File: src/hdl/swf_pkg.sv
// ---------------------------------------------------------------------------
// swf_pkg
// Shared widths, register codes, reset values and structs of the lidar
// wall-following steering block.
// ---------------------------------------------------------------------------
`timescale 1ns / 1ps
`default_nettype none

package swf_pkg;

  localparam int MAX_SCAN   = 2048;
  localparam int POS_W      = 12;
  localparam int SAMPLE_W   = 16;
  localparam int CROP_W     = 8;
  localparam int SPLIT_W    = 11;
  localparam int GAIN_W     = 12;
  localparam int ERR_W      = 18;
  localparam int ACC_W      = 32;
  localparam int STEER_W    = 16;
  localparam int CFG_IDX_W  = 3;
  localparam int CFG_DATA_W = 12;
  localparam int ROUND_SHIFT = 9;

  localparam logic signed [ACC_W-1:0] ROUND_BIAS = 32'sd256;
  localparam logic signed [ACC_W-1:0] STEER_MAX  = 32'sd32767;
  localparam logic signed [ACC_W-1:0] STEER_MIN  = -32'sd32768;

  localparam logic [POS_W-1:0]   RST_SCAN_LENGTH = 12'd1080;
  localparam logic [CROP_W-1:0]  RST_CROP_COUNT  = 8'd80;
  localparam logic [SPLIT_W-1:0] RST_SPLIT_INDEX = 11'd540;
  localparam logic [GAIN_W-1:0]  RST_PROP_GAIN   = 12'd333;
  localparam logic [GAIN_W-1:0]  RST_DERIV_GAIN  = 12'd51;

  typedef enum logic [CFG_IDX_W-1:0] {
    CFG_SCAN_LENGTH = 3'd0,
    CFG_CROP_COUNT  = 3'd1,
    CFG_SPLIT_INDEX = 3'd2,
    CFG_PROP_GAIN   = 3'd3,
    CFG_DERIV_GAIN  = 3'd4
  } cfg_reg_t;

  typedef struct packed {
    logic [POS_W-1:0]          scan_length;
    logic [CROP_W-1:0]         crop_count;
    logic [SPLIT_W-1:0]        split_index;
    logic [GAIN_W-1:0]         proportional_gain;
    logic signed [GAIN_W-1:0]  derivative_gain;
  } cfg_t;

  typedef struct packed {
    logic signed [ERR_W-1:0] scan_error;
    logic signed [ERR_W-1:0] previous_error;
    logic                    on_left;
    logic [SAMPLE_W-1:0]     nearest;
  } final_t;

endpackage

`default_nettype wire

File: src/hdl/scan_wall_follow_pd_steer.sv
// ---------------------------------------------------------------------------
// scan_wall_follow_pd_steer
// Lidar wall-following PD steering.
//
// Range samples arrive one word per cycle on the input channel (in_valid,
// in_stall, range_sample) in scan order. Each scan of scan_length samples
// gives one word on the output channel (out_valid, out_stall,
// steering_value, nearest_range, nearest_on_left); other samples give none.
// Throughput is one sample per cycle while in_stall is low. The last
// sample of a scan sits in the input register, minimum tracking and the
// error load the final stage, then the PD multiply and saturate load the
// result register. While a result waits under out_stall, samples keep
// flowing; only a second finished scan backs up, and in_stall rises when
// the last sample of a scan finds the final stage full and the result
// register full under out_stall. Configuration must be written through
// cfg_write, cfg_index and cfg_data only while the block is idle; the
// block does not enforce this. Reset clears the scan state, the stored
// error and the pipeline, and loads the default register values.
// ---------------------------------------------------------------------------
`timescale 1ns / 1ps
`default_nettype none

module scan_wall_follow_pd_steer (
  input  wire logic                                clk,
  input  wire logic                                rst,
  input  wire logic                                cfg_write,
  input  wire logic [swf_pkg::CFG_IDX_W-1:0]       cfg_index,
  input  wire logic [swf_pkg::CFG_DATA_W-1:0]      cfg_data,
  input  wire logic                                in_valid,
  output logic                                     in_stall,
  input  wire logic [swf_pkg::SAMPLE_W-1:0]        range_sample,
  output logic                                     out_valid,
  input  wire logic                                out_stall,
  output logic signed [swf_pkg::STEER_W-1:0]       steering_value,
  output logic [swf_pkg::SAMPLE_W-1:0]             nearest_range,
  output logic                                     nearest_on_left
);

  swf_pkg::cfg_t   cfg;
  logic            fin_valid, fin_stall;
  swf_pkg::final_t fin;

  always_ff @(posedge clk) begin
    if (rst) begin
      cfg.scan_length       <= swf_pkg::RST_SCAN_LENGTH;
      cfg.crop_count        <= swf_pkg::RST_CROP_COUNT;
      cfg.split_index       <= swf_pkg::RST_SPLIT_INDEX;
      cfg.proportional_gain <= swf_pkg::RST_PROP_GAIN;
      cfg.derivative_gain   <= swf_pkg::RST_DERIV_GAIN;
    end else if (cfg_write) begin
      case (swf_pkg::cfg_reg_t'(cfg_index))
        swf_pkg::CFG_SCAN_LENGTH: begin
          cfg.scan_length <= cfg_data[swf_pkg::POS_W-1:0];
        end
        swf_pkg::CFG_CROP_COUNT: begin
          cfg.crop_count <= cfg_data[swf_pkg::CROP_W-1:0];
        end
        swf_pkg::CFG_SPLIT_INDEX: begin
          cfg.split_index <= cfg_data[swf_pkg::SPLIT_W-1:0];
        end
        swf_pkg::CFG_PROP_GAIN: begin
          cfg.proportional_gain <= cfg_data[swf_pkg::GAIN_W-1:0];
        end
        swf_pkg::CFG_DERIV_GAIN: begin
          cfg.derivative_gain <= cfg_data[swf_pkg::GAIN_W-1:0];
        end
        default: begin
        end
      endcase
    end
  end

  swf_track u_track (
    .clk          (clk),
    .rst          (rst),
    .cfg          (cfg),
    .in_valid     (in_valid),
    .in_stall     (in_stall),
    .range_sample (range_sample),
    .fin_valid    (fin_valid),
    .fin_stall    (fin_stall),
    .fin          (fin)
  );

  swf_steer u_steer (
    .clk               (clk),
    .rst               (rst),
    .proportional_gain (cfg.proportional_gain),
    .derivative_gain   (cfg.derivative_gain),
    .fin_valid         (fin_valid),
    .fin_stall         (fin_stall),
    .fin               (fin),
    .out_valid         (out_valid),
    .out_stall         (out_stall),
    .steering_value    (steering_value),
    .nearest_range     (nearest_range),
    .nearest_on_left   (nearest_on_left)
  );

endmodule

`default_nettype wire

File: src/hdl/swf_track.sv
// ---------------------------------------------------------------------------
// swf_track
// Input register and per-sample minimum tracking; at the end of a scan it
// forms the error and hands a final word to the steering stage.
// ---------------------------------------------------------------------------
`timescale 1ns / 1ps
`default_nettype none

module swf_track (
  input  wire logic                          clk,
  input  wire logic                          rst,
  input  wire swf_pkg::cfg_t                 cfg,
  input  wire logic                          in_valid,
  output logic                               in_stall,
  input  wire logic [swf_pkg::SAMPLE_W-1:0]  range_sample,
  output logic                               fin_valid,
  input  wire logic                          fin_stall,
  output swf_pkg::final_t                    fin
);

  logic                          s1_valid;
  logic [swf_pkg::SAMPLE_W-1:0]  s1_sample;

  logic [swf_pkg::POS_W-1:0]     pos;
  logic [swf_pkg::SAMPLE_W-1:0]  right_min, left_min, win_min;
  logic [swf_pkg::POS_W-1:0]     win_idx;
  logic                          right_loaded, left_loaded, win_loaded;
  logic signed [swf_pkg::ERR_W-1:0] prev_err;

  logic [swf_pkg::SAMPLE_W-1:0]  right_min_next, left_min_next, win_min_next;
  logic [swf_pkg::POS_W-1:0]     win_idx_next;
  logic                          right_loaded_next, left_loaded_next, win_loaded_next;

  logic [swf_pkg::POS_W-1:0]     len;
  logic [swf_pkg::POS_W:0]       pos_ext;
  logic                          in_window, is_right, last;
  logic [swf_pkg::CROP_W:0]      twice_crop;
  logic [swf_pkg::POS_W-1:0]     wlen;
  logic                          on_left;
  logic [swf_pkg::ERR_W:0]       err_wide;
  logic signed [swf_pkg::ERR_W-1:0] err;
  logic                          fin_ready, s1_fire;

  // effective scan length
  always_comb begin
    if (cfg.scan_length > swf_pkg::POS_W'(swf_pkg::MAX_SCAN)) begin
      len = swf_pkg::POS_W'(swf_pkg::MAX_SCAN);
    end else if (cfg.scan_length == '0) begin
      len = swf_pkg::POS_W'(1);
    end else begin
      len = cfg.scan_length;
    end
  end

  assign pos_ext   = {1'b0, pos};
  assign in_window = (pos >= swf_pkg::POS_W'(cfg.crop_count)) &&
                     ((pos_ext + (swf_pkg::POS_W+1)'(cfg.crop_count)) < {1'b0, len});
  assign is_right  = pos < swf_pkg::POS_W'(cfg.split_index);
  assign last      = (pos_ext + (swf_pkg::POS_W+1)'(1)) >= {1'b0, len};

  always_comb begin
    win_min_next      = win_min;
    win_idx_next      = win_idx;
    win_loaded_next   = win_loaded;
    right_min_next    = right_min;
    right_loaded_next = right_loaded;
    left_min_next     = left_min;
    left_loaded_next  = left_loaded;
    if (in_window) begin
      if (!win_loaded || s1_sample < win_min) begin
        win_min_next    = s1_sample;
        win_idx_next    = pos - swf_pkg::POS_W'(cfg.crop_count);
        win_loaded_next = 1'b1;
      end
      if (is_right) begin
        if (!right_loaded || s1_sample < right_min) begin
          right_min_next    = s1_sample;
          right_loaded_next = 1'b1;
        end
      end else begin
        if (!left_loaded || s1_sample < left_min) begin
          left_min_next    = s1_sample;
          left_loaded_next = 1'b1;
        end
      end
    end
  end

  // window length and side of the nearest return
  assign twice_crop = {cfg.crop_count, 1'b0};
  assign wlen = (len > swf_pkg::POS_W'(twice_crop)) ? len - swf_pkg::POS_W'(twice_crop) : '0;
  assign on_left = win_loaded_next && (win_idx_next > (wlen >> 1));

  // twice the error, exact
  assign err_wide = {2'b00, win_min_next, 1'b0}
                  - {3'b000, right_min_next}
                  - {3'b000, left_min_next};
  assign err = $signed(err_wide[swf_pkg::ERR_W-1:0]);

  assign fin_ready = !fin_valid || !fin_stall;
  assign s1_fire   = s1_valid && (!last || fin_ready);
  assign in_stall  = s1_valid && !s1_fire;

  always_ff @(posedge clk) begin
    if (rst) begin
      s1_valid <= 1'b0;
    end else if (!in_stall) begin
      s1_valid <= in_valid;
    end
    if (in_valid && !in_stall) begin
      s1_sample <= range_sample;
    end
  end

  always_ff @(posedge clk) begin
    if (rst) begin
      pos          <= '0;
      right_min    <= '0;
      left_min     <= '0;
      win_min      <= '0;
      win_idx      <= '0;
      right_loaded <= 1'b0;
      left_loaded  <= 1'b0;
      win_loaded   <= 1'b0;
      prev_err     <= '0;
    end else if (s1_fire) begin
      if (last) begin
        pos          <= '0;
        right_min    <= '0;
        left_min     <= '0;
        win_min      <= '0;
        win_idx      <= '0;
        right_loaded <= 1'b0;
        left_loaded  <= 1'b0;
        win_loaded   <= 1'b0;
        prev_err     <= err;
      end else begin
        pos          <= pos + swf_pkg::POS_W'(1);
        right_min    <= right_min_next;
        left_min     <= left_min_next;
        win_min      <= win_min_next;
        win_idx      <= win_idx_next;
        right_loaded <= right_loaded_next;
        left_loaded  <= left_loaded_next;
        win_loaded   <= win_loaded_next;
      end
    end
  end

  // final word register
  always_ff @(posedge clk) begin
    if (rst) begin
      fin_valid <= 1'b0;
    end else if (fin_ready) begin
      fin_valid <= s1_fire && last;
    end
    if (fin_ready && s1_fire && last) begin
      fin.scan_error     <= err;
      fin.previous_error <= prev_err;
      fin.on_left        <= on_left;
      fin.nearest        <= win_min_next;
    end
  end

endmodule

`default_nettype wire

File: src/hdl/swf_steer.sv
// ---------------------------------------------------------------------------
// swf_steer
// PD products, rounding and saturation of the steering command, with the
// result register on the output channel.
// ---------------------------------------------------------------------------
`timescale 1ns / 1ps
`default_nettype none

module swf_steer (
  input  wire logic                               clk,
  input  wire logic                               rst,
  input  wire logic [swf_pkg::GAIN_W-1:0]         proportional_gain,
  input  wire logic signed [swf_pkg::GAIN_W-1:0]  derivative_gain,
  input  wire logic                               fin_valid,
  output logic                                    fin_stall,
  input  wire swf_pkg::final_t                    fin,
  output logic                                    out_valid,
  input  wire logic                               out_stall,
  output logic signed [swf_pkg::STEER_W-1:0]      steering_value,
  output logic [swf_pkg::SAMPLE_W-1:0]            nearest_range,
  output logic                                    nearest_on_left
);

  logic signed [swf_pkg::GAIN_W:0]   kp;
  logic signed [swf_pkg::ERR_W:0]    err_diff;
  logic signed [swf_pkg::ACC_W-1:0]  p_prop, p_der, acc, q;
  logic signed [swf_pkg::STEER_W-1:0] steer;
  logic                               out_ready;

  assign kp = fin.on_left ? $signed({1'b0, proportional_gain})
                          : -$signed({1'b0, proportional_gain});
  assign err_diff = (swf_pkg::ERR_W+1)'(fin.previous_error)
                  - (swf_pkg::ERR_W+1)'(fin.scan_error);

  assign p_prop = swf_pkg::ACC_W'(kp) * swf_pkg::ACC_W'(fin.scan_error);
  assign p_der  = swf_pkg::ACC_W'(derivative_gain) * swf_pkg::ACC_W'(err_diff);
  assign acc    = p_prop + p_der + swf_pkg::ROUND_BIAS;
  assign q      = acc >>> swf_pkg::ROUND_SHIFT;

  always_comb begin
    if (q > swf_pkg::STEER_MAX) begin
      steer = swf_pkg::STEER_MAX[swf_pkg::STEER_W-1:0];
    end else if (q < swf_pkg::STEER_MIN) begin
      steer = swf_pkg::STEER_MIN[swf_pkg::STEER_W-1:0];
    end else begin
      steer = q[swf_pkg::STEER_W-1:0];
    end
  end

  assign out_ready = !out_valid || !out_stall;
  assign fin_stall = !out_ready;

  always_ff @(posedge clk) begin
    if (rst) begin
      out_valid <= 1'b0;
    end else if (out_ready) begin
      out_valid <= fin_valid;
    end
    if (out_ready && fin_valid) begin
      steering_value  <= steer;
      nearest_range   <= fin.nearest;
      nearest_on_left <= fin.on_left;
    end
  end

endmodule

`default_nettype wire

File: config.mk
export PLATFORM = sky130hd
export DESIGN_NAME = scan_wall_follow_pd_steer
export DESIGN_NICKNAME = d
export VERILOG_FILES = /design/src/hdl/swf_pkg.sv /design/src/hdl/scan_wall_follow_pd_steer.sv /design/src/hdl/swf_track.sv /design/src/hdl/swf_steer.sv
export SDC_FILE = /design/constraint.sdc
export NUM_CORES = 2
export LEC_CHECK = 0
export BUFFER_PORTS_ARGS = -buffer_cell sky130_fd_sc_hd__buf_4
export CORE_ASPECT_RATIO = 1.4
export CORE_MARGIN = 5
export CORE_UTILIZATION = 44
export CTS_CLUSTER_DIAMETER = 150
export DETAILED_ROUTE_END_ITERATION = 16
export PLACE_DENSITY = 0.57
export SLEW_MARGIN = 10
export SYNTH_ARGS = -nofsm -noshare
export SYNTH_HDL_FRONTEND = slang
export SYNTH_HIERARCHICAL = 1
export SYNTH_SLANG_ARGS = --single-unit
File: constraint.sdc
create_clock -name clk -period 27 [get_ports clk]
set_input_delay 5.4 -clock clk [delete_from_list [all_inputs] [get_ports clk]]
set_output_delay 5.4 -clock clk [all_outputs]
set_load 0.01 [all_outputs]
# [After elaboration in Yosys (flattened, before gate mapping)]
# Cells that the tools add are included.
[op_classes] mux=31 addsub=11 n_lt_le_gt_ge=12 n_mul=2 n_reduce_logical=38 n_eq_ne=5
[op_table] operator="$mux 16" n=12
[op_table] operator="$mux 12" n=7
[op_table] operator="$lt 16x16->1" n=3
[op_table] operator="$add 32x10->32 const B" n=1
[op_table] operator="$add 32x32->32" n=1
[op_table] operator="$mul 12x19->31" n=1
[op_table] operator="$mul 13x18->31" n=1
[op_table] operator="$gt 23x16->1 const B" n=1
[op_table] operator="$lt 23x16->1 const B" n=1
[op_table] operator="$sub 18x18->19" n=1
[op_table] operator="$sub 17x16->18" n=1
[op_table] operator="$sub 18x16->18" n=1
[op_table] operator="$add 12x1->13 const B" n=1
[op_table] operator="$add 12x8->13" n=1
[op_table] operator="$ge 13x12->1" n=1
[op_table] operator="$lt 13x12->1" n=1
[op_table] operator="$mux 13" n=1
[op_table] operator="$neg 12->13" n=1
[op_table] operator="$add 12x1->12 const B" n=1
[op_table] operator="$ge 12x8->1" n=1
[op_table] operator="$gt 12x11->1" n=1
[op_table] operator="$gt 12x12->1 const B" n=1
[op_table] operator="$gt 12x9->1" n=1
[op_table] operator="$logic_not 12->1" n=1
[op_table] operator="15 further kinds" n=56
[word_totals] elab_cells=124 ff_bits=253 input_bits=36

# [Longest topological paths before layout]
[depth] ltp_word=11 depth_mapped=48 ltp_nobuf=45

# [Hierarchy]
# Netlist, hierarchy kept.
[modules_own_cells] mod="swf_steer" n_inst=1 seq_area_each_um2=1011.0 area_each_um2=19844.0 cells_each=2233
[modules_own_cells] mod="swf_track" n_inst=1 seq_area_each_um2=3973.8 area_each_um2=11696.2 cells_each=1257
[modules_own_cells] mod="scan_wall_follow_pd_steer" n_inst=1 seq_area_each_um2=1101.1 area_each_um2=2220.9 cells_each=211

# [Worst setup path before layout]
# Ideal clock, no wire load.
[synth_path] kind="input port to output port" startpoint="input out_stall" endpoint="output in_stall" required_time_ns=21.600 setup_slack_ns=15.645 path_stages=3 arrival_ns=5.955 cell_sequence="and2_1 > nand2_1 > nor2_1"
[synth_via] elab_chain_cells=7
[synth_rtl] element="from (decl)" line="scan_wall_follow_pd_steer.sv:33" text="input wire logic out_stall,"
[synth_rtl] element="$logic_not 1->1" line="swf_steer.sv:50" text="assign out_ready = !out_valid || !out_stall;"
[synth_rtl] element="$logic_or 1x1->1" line="swf_steer.sv:50"
[synth_rtl] element="$logic_or 1x1->1" line="swf_track.sv:100" text="assign fin_ready = !fin_valid || !fin_stall;"
[synth_rtl] element="$logic_or 1x1->1" line="swf_track.sv:101" text="assign s1_fire = s1_valid && (!last || fin_ready);"
[synth_rtl] element="$logic_and 1x1->1" line="swf_track.sv:101"
[synth_rtl] element="$logic_not 1->1" line="swf_track.sv:102" text="assign in_stall = s1_valid && !s1_fire;"
[synth_rtl] element="$logic_and 1x1->1" line="swf_track.sv:102"
[synth_rtl] element="to (decl)" line="scan_wall_follow_pd_steer.sv:30" text="output logic in_stall,"
# Every way passes these cells.

# [Worst setup path after layout]
[layout_path] startpoint="register, netlist name u_track/fin[35]" endpoint="register u_steer/steering_value[4] (netlist name), data pin"
[layout_via] elab_chain_cells=6
[layout_rtl] element="$sub 18x18->19" line="swf_steer.sv:33" text="- (swf_pkg::ERR_W+1)'(fin.scan_error);"
[layout_rtl] element="$mul 12x19->31" line="swf_steer.sv:36" text="assign p_der = swf_pkg::ACC_W'(derivative_gain) * swf_pkg::ACC_W'(err_diff);"
[layout_rtl] element="$add 32x32->32 *" line="swf_steer.sv:37" text="assign acc = p_prop + p_der + swf_pkg::ROUND_BIAS;"
[layout_rtl] element="$add 32x10->32 *" line="swf_steer.sv:37"
[layout_rtl] element="$lt 23x16->1" line="swf_steer.sv:43" text="end else if (q < swf_pkg::STEER_MIN) begin"
[layout_rtl] element="$mux 16" line="swf_steer.sv:43"
[layout_rtl] element="to (signal assigned)" line="swf_steer.sv:60" text="steering_value <= steer;"
[layout_rtl] element="to (decl)" line="swf_steer.sv:19" text="output logic signed [swf_pkg::STEER_W-1:0] steering_value,"
# Every way passes the cells marked *; elsewhere a longest branch is shown, timed or not.
# A chain may end at the register's enable or synchronous reset.

==> summary.txt <==
Synthesis
  – Post-synthesis mux area share: 2.99%
  – Synth Area in XOR/XNOR: 3.92%
  – Yosys Warn Count: 6
  – Post-synth top area cell: fa_1
  – Post-synth EDFFs: 102
  – Distinct cell type count after synthesis: 105
  – Seq/Total Area, Yosys: 18.0%
  – Yosys reg bits: approximately 250
  – Post-synthesis instance total: 3701
  – Largest family of logic cells by synthesized area: adder cells
  – Synth Area in Adders: 39.4%
  – Synthesized area: 33800 µm²
  – Dominant cells by area after synthesis: fa_1 26%, ha_1 13%, edfxtp_1 9.1%, dfxtp_1 9.0%, inv_1 6.5%
  – Syn_nets: 4533
  – Post-synthesis compound-gate area fraction: 10.4%
  – Synth Flop Type: dfxtp_1
  – Async S/R FF share, synth: 0%
  – Post-synth top area share: 26.3%
  – Simple-gate portion of the synthesized area: between 10% and 20%
  – Mean area per synthesized cell: 9.12 µm²

Critical path
  – Startpoint types: flip-flop
  – Req. time, crit path: 27290 ps
  – Worst path max stage delay: around 890 ps
  – Crit-path max FO: 15
  – R2R depth: 43
  – Critical Path AT: 12310 ps
  – Register-to-register setup slack: 14980 ps
  – Worst R2R End: u_steer/steering_value[4]
  – Crit path kind: reg2reg
  – Worst setup EP type: flip-flop
  – Slowest cell on crit path: a41oi_1
  – Worst reg2reg startpoint: u_track/fin[35]

Finish
  – Final Instance Count excl. Fillers: 4684
  – Ant diodes: 0
  – Commonest non-fill, non-tap cell in the layout: inv_1
  – Layout area overhead: 7.12%
  – Most frequent cells in the layout: 588 x inv_1, 444 x fa_1, 370 x nand2_1
  – Multi-input gate area: 24800 µm²
  – Filler cells: ~7400
  – Sequential cell area: ~6000 µm²
  – Layout cell share with drive strength beyond 1: 6.26%
  – Nets: 4519

Floorplan
  – Die W: between 200 and 250 µm
  – Initial core utilization: 44.3%
  – Io pins: 71
  – Die footprint: approximately 82000 µm²
  – Row count: 120
  – DIE HEIGHT: 338 µm
  – Core area: 76300 µm²

Run
  – Max-cap violations: 0

Placed design
  – Input/output buffers: 70
  – Final GP Congestion: 0.908
  – Post-DP HPWL: 71500 µm
  – Inst Count DP: 4632

Pwr
  – Sequential share of power: 16.9%
  – Maximum vdd ir drop: between 0.15 and 0.2 mV
  – Switching Share: 46.9%
  – Clk pwr share: 14.7%
  – Power share of the combinational group: 68.4%
  – Switch Pwr: between 1 and 1.5 mW
  – Internal power: 1.48 mW
  – Power per Cell Area: 77.1 nW/µm²
  – Leak pwr: 17.1 nW

STA
  – Worst-margin pin slew: roughly 1200 ps
  – RSZ-0062 raised after global routing: false
  – Final Setup Violations: 0
  – Fmax: ~83 MHz
  – Final Hold Fails: 0
  – Final min period: about 12000 ps
  – Sum of negative setup slack: 0 ps
  – Clock Skews: 41.0 ps
  – Worst rel slew slack: 17.0%
  – Slew Viols, Final: 0
  – Fin crit share: 44.5%

Min path
  – Hold Crit Start: u_track/fin[15]
  – Hold EP: u_steer/nearest_range[15]
  – WHS Path Cells: 0
  – Hold crit path type: reg2reg

Detailed routing
  – Via/cell ratio: 5.36
  – Drt total wl: 90000 µm
  – DRC violations left: 0
  – Vias: 25108
  – Met2 WL: 47700 µm
  – DR WL/cell: approximately 19 µm
  – DR top layer: met4
  – WL met3: around 3400 µm
  – Starting DRC count in detailed routing: 1396
  – Drt first pass iters: 5
  – Metal1 wirelength: 35300 µm
  – Routed Antenna Nets: 0

Clock network
  – Clock sink count: between 200 and 300
  – Cts hold-fix bufs: 0
  – Clk slew on worst S/H paths: around 70 ps
  – CTS tree: done
  – Cts bufs inserted: 29
  – Root Buffer: clkbuf_16
  – Resize count post-CTS: 0
  – Max Buffers Root-to-Sink: 3
  – H-Tree Depth: 1
  – Worst skew pair latency: about 600 ps
  – Post-CTS setup buffer count: 0

Global route
  – Overall global routing resource usage: between 20% and 30%
  – Initial antenna violation count: 0
  – Vias in the first global route: 26342
  – Wire length of the first global-routing pass: 144000 µm
  – Congestion Overflow GR: 0
  – Largest net degree at the start of global routing: 108

Outcome
  – Status: completed
-- Yosys cell counts (all sizes together) (4+ instances only) --
cell type  count
inv          589
fa           444
nand2        372
ha           352
nor2         246
dfxtp        151
a21oi        127
clkbuf       122
and2         118
o21ai        113
edfxtp       102
xnor2        102
nand3         89
mux2i         88
nand2b        88
a21o          69
nor3          59
xor2          49
nor2b         40
buf           35
a22oi         34
and3          31
o21bai        22
o21a          21
o2111ai       20
a211o         19
nand4         19
nor3b         17
a211oi        15
a31oi         15
or3           13
a21boi        11
mux2          11
nor4           8
or4            8
o211ai         7
nor4b          6
a31o           5
nand4b         5
or2            5
a221oi         4
a311o          4
nand3b         4
-- how the worst max path moves through the flow --
stage	startpoint	endpoint	slack, ps	cells after the start
after CTS	u_track/fin[35]	u_steer/steering_value[4]	15110	43
final	u_track/fin[35]	u_steer/steering_value[4]	14980	43
after floorplan	out_stall	in_stall	15640	3
after global placement	u_track/fin[35]	u_steer/steering_value[0]	15370	43
after global routing	u_track/fin[35]	u_steer/steering_value[4]	13720	41
after detailed placement	u_track/fin[35]	u_steer/steering_value[0]	15170	42
-- power by group through the flow --
stage	Combinational [mW]	Clock, mW	Sequential, mW
CTS	1.92	0.423	0.471
global route	2.15	0.439	0.471
detailed placement	1.90	0	0.479
global placement	1.90	0	0.479
finish	1.91	0.409	0.471
floorplan	1.50	0	0.475
-- cells by family (layout without fill, tap and decap cells) --
family,after synthesis,count (layout)
compound gates,515,515
flops,253,253
fa+ha+maj,796,796
xor+xnor,151,151
mux,99,99
simple gates,1140,1140
buf+inv,747,754
-- critical path: cells and delay by family (launching register included) --
family                   cells  cell delay, ps
flip-flops                   1             560
XOR/XNOR                     2            1020
multiplexers                 1             240
adder cells (fa/ha/maj)     10            3900
buffers and inverters        4             200
AO/OA/AOI/OAI               20            4970
AND/OR/NAND/NOR              6             820
-- metrics by stage --
step / hold slack [ps] / utilization, % / cell area [µm²] / power (mW) / setup slack (ps)
detailed placement: 405 / 46.1 / 35200 / 2.38 / 15170
global placement: 400 / 46.1 / 35200 / 2.38 / 15370
global route: 430 / 47.4 / 36200 / 3.06 / 13720
floorplan: 400 / - / 33800 / 1.97 / 15640
CTS: 419 / 47.4 / 36200 / 2.81 / 15110
finish: 413 / 47.4 / 36200 / 2.79 / 14980
-- final cells by class --
cell class / count / area share (%)
Clock buffer: 35 / 2.21
Clock inverter: 17 / 0.505
Inverter: 590 / 6.12
Multi-Input combinational cell: 2701 / 68.6
Sequential cell: 253 / 16.8
Tap cell: 976 / 3.38
Timing Repair Buffer: 112 / 2.34
-- sequential cells by signal (all words and copies together), names as in the netlist --
| register | flops |
|---|---|
| u_track/fin | 53 |
| u_track/left_min | 16 |
| u_steer/nearest_on_left | 1 |
| u_track/pos | 12 |
| u_track/right_loaded | 1 |
| u_track/win_min | 16 |
| u_steer/steering_value | 16 |
| u_track/win_loaded | 1 |
| u_track/s1_sample | 16 |
| u_track/fin_valid | 1 |
| u_track/s1_valid | 1 |
| u_track/left_loaded | 1 |
| cfg | 55 |
| u_track/right_min | 16 |
| u_steer/nearest_range | 16 |
| u_steer/out_valid | 1 |
| u_track/prev_err | 18 |
| u_track/win_idx | 12 |
-- metal layers --
layer / vias up / track usage, %
met3: 142 / 1.91
li1: 12015 / -
met4: 0 / 7.99
met5: - / 0
met2: 545 / 41.2
met1: 12406 / 26.1
(Power assumes the default switching activity.)
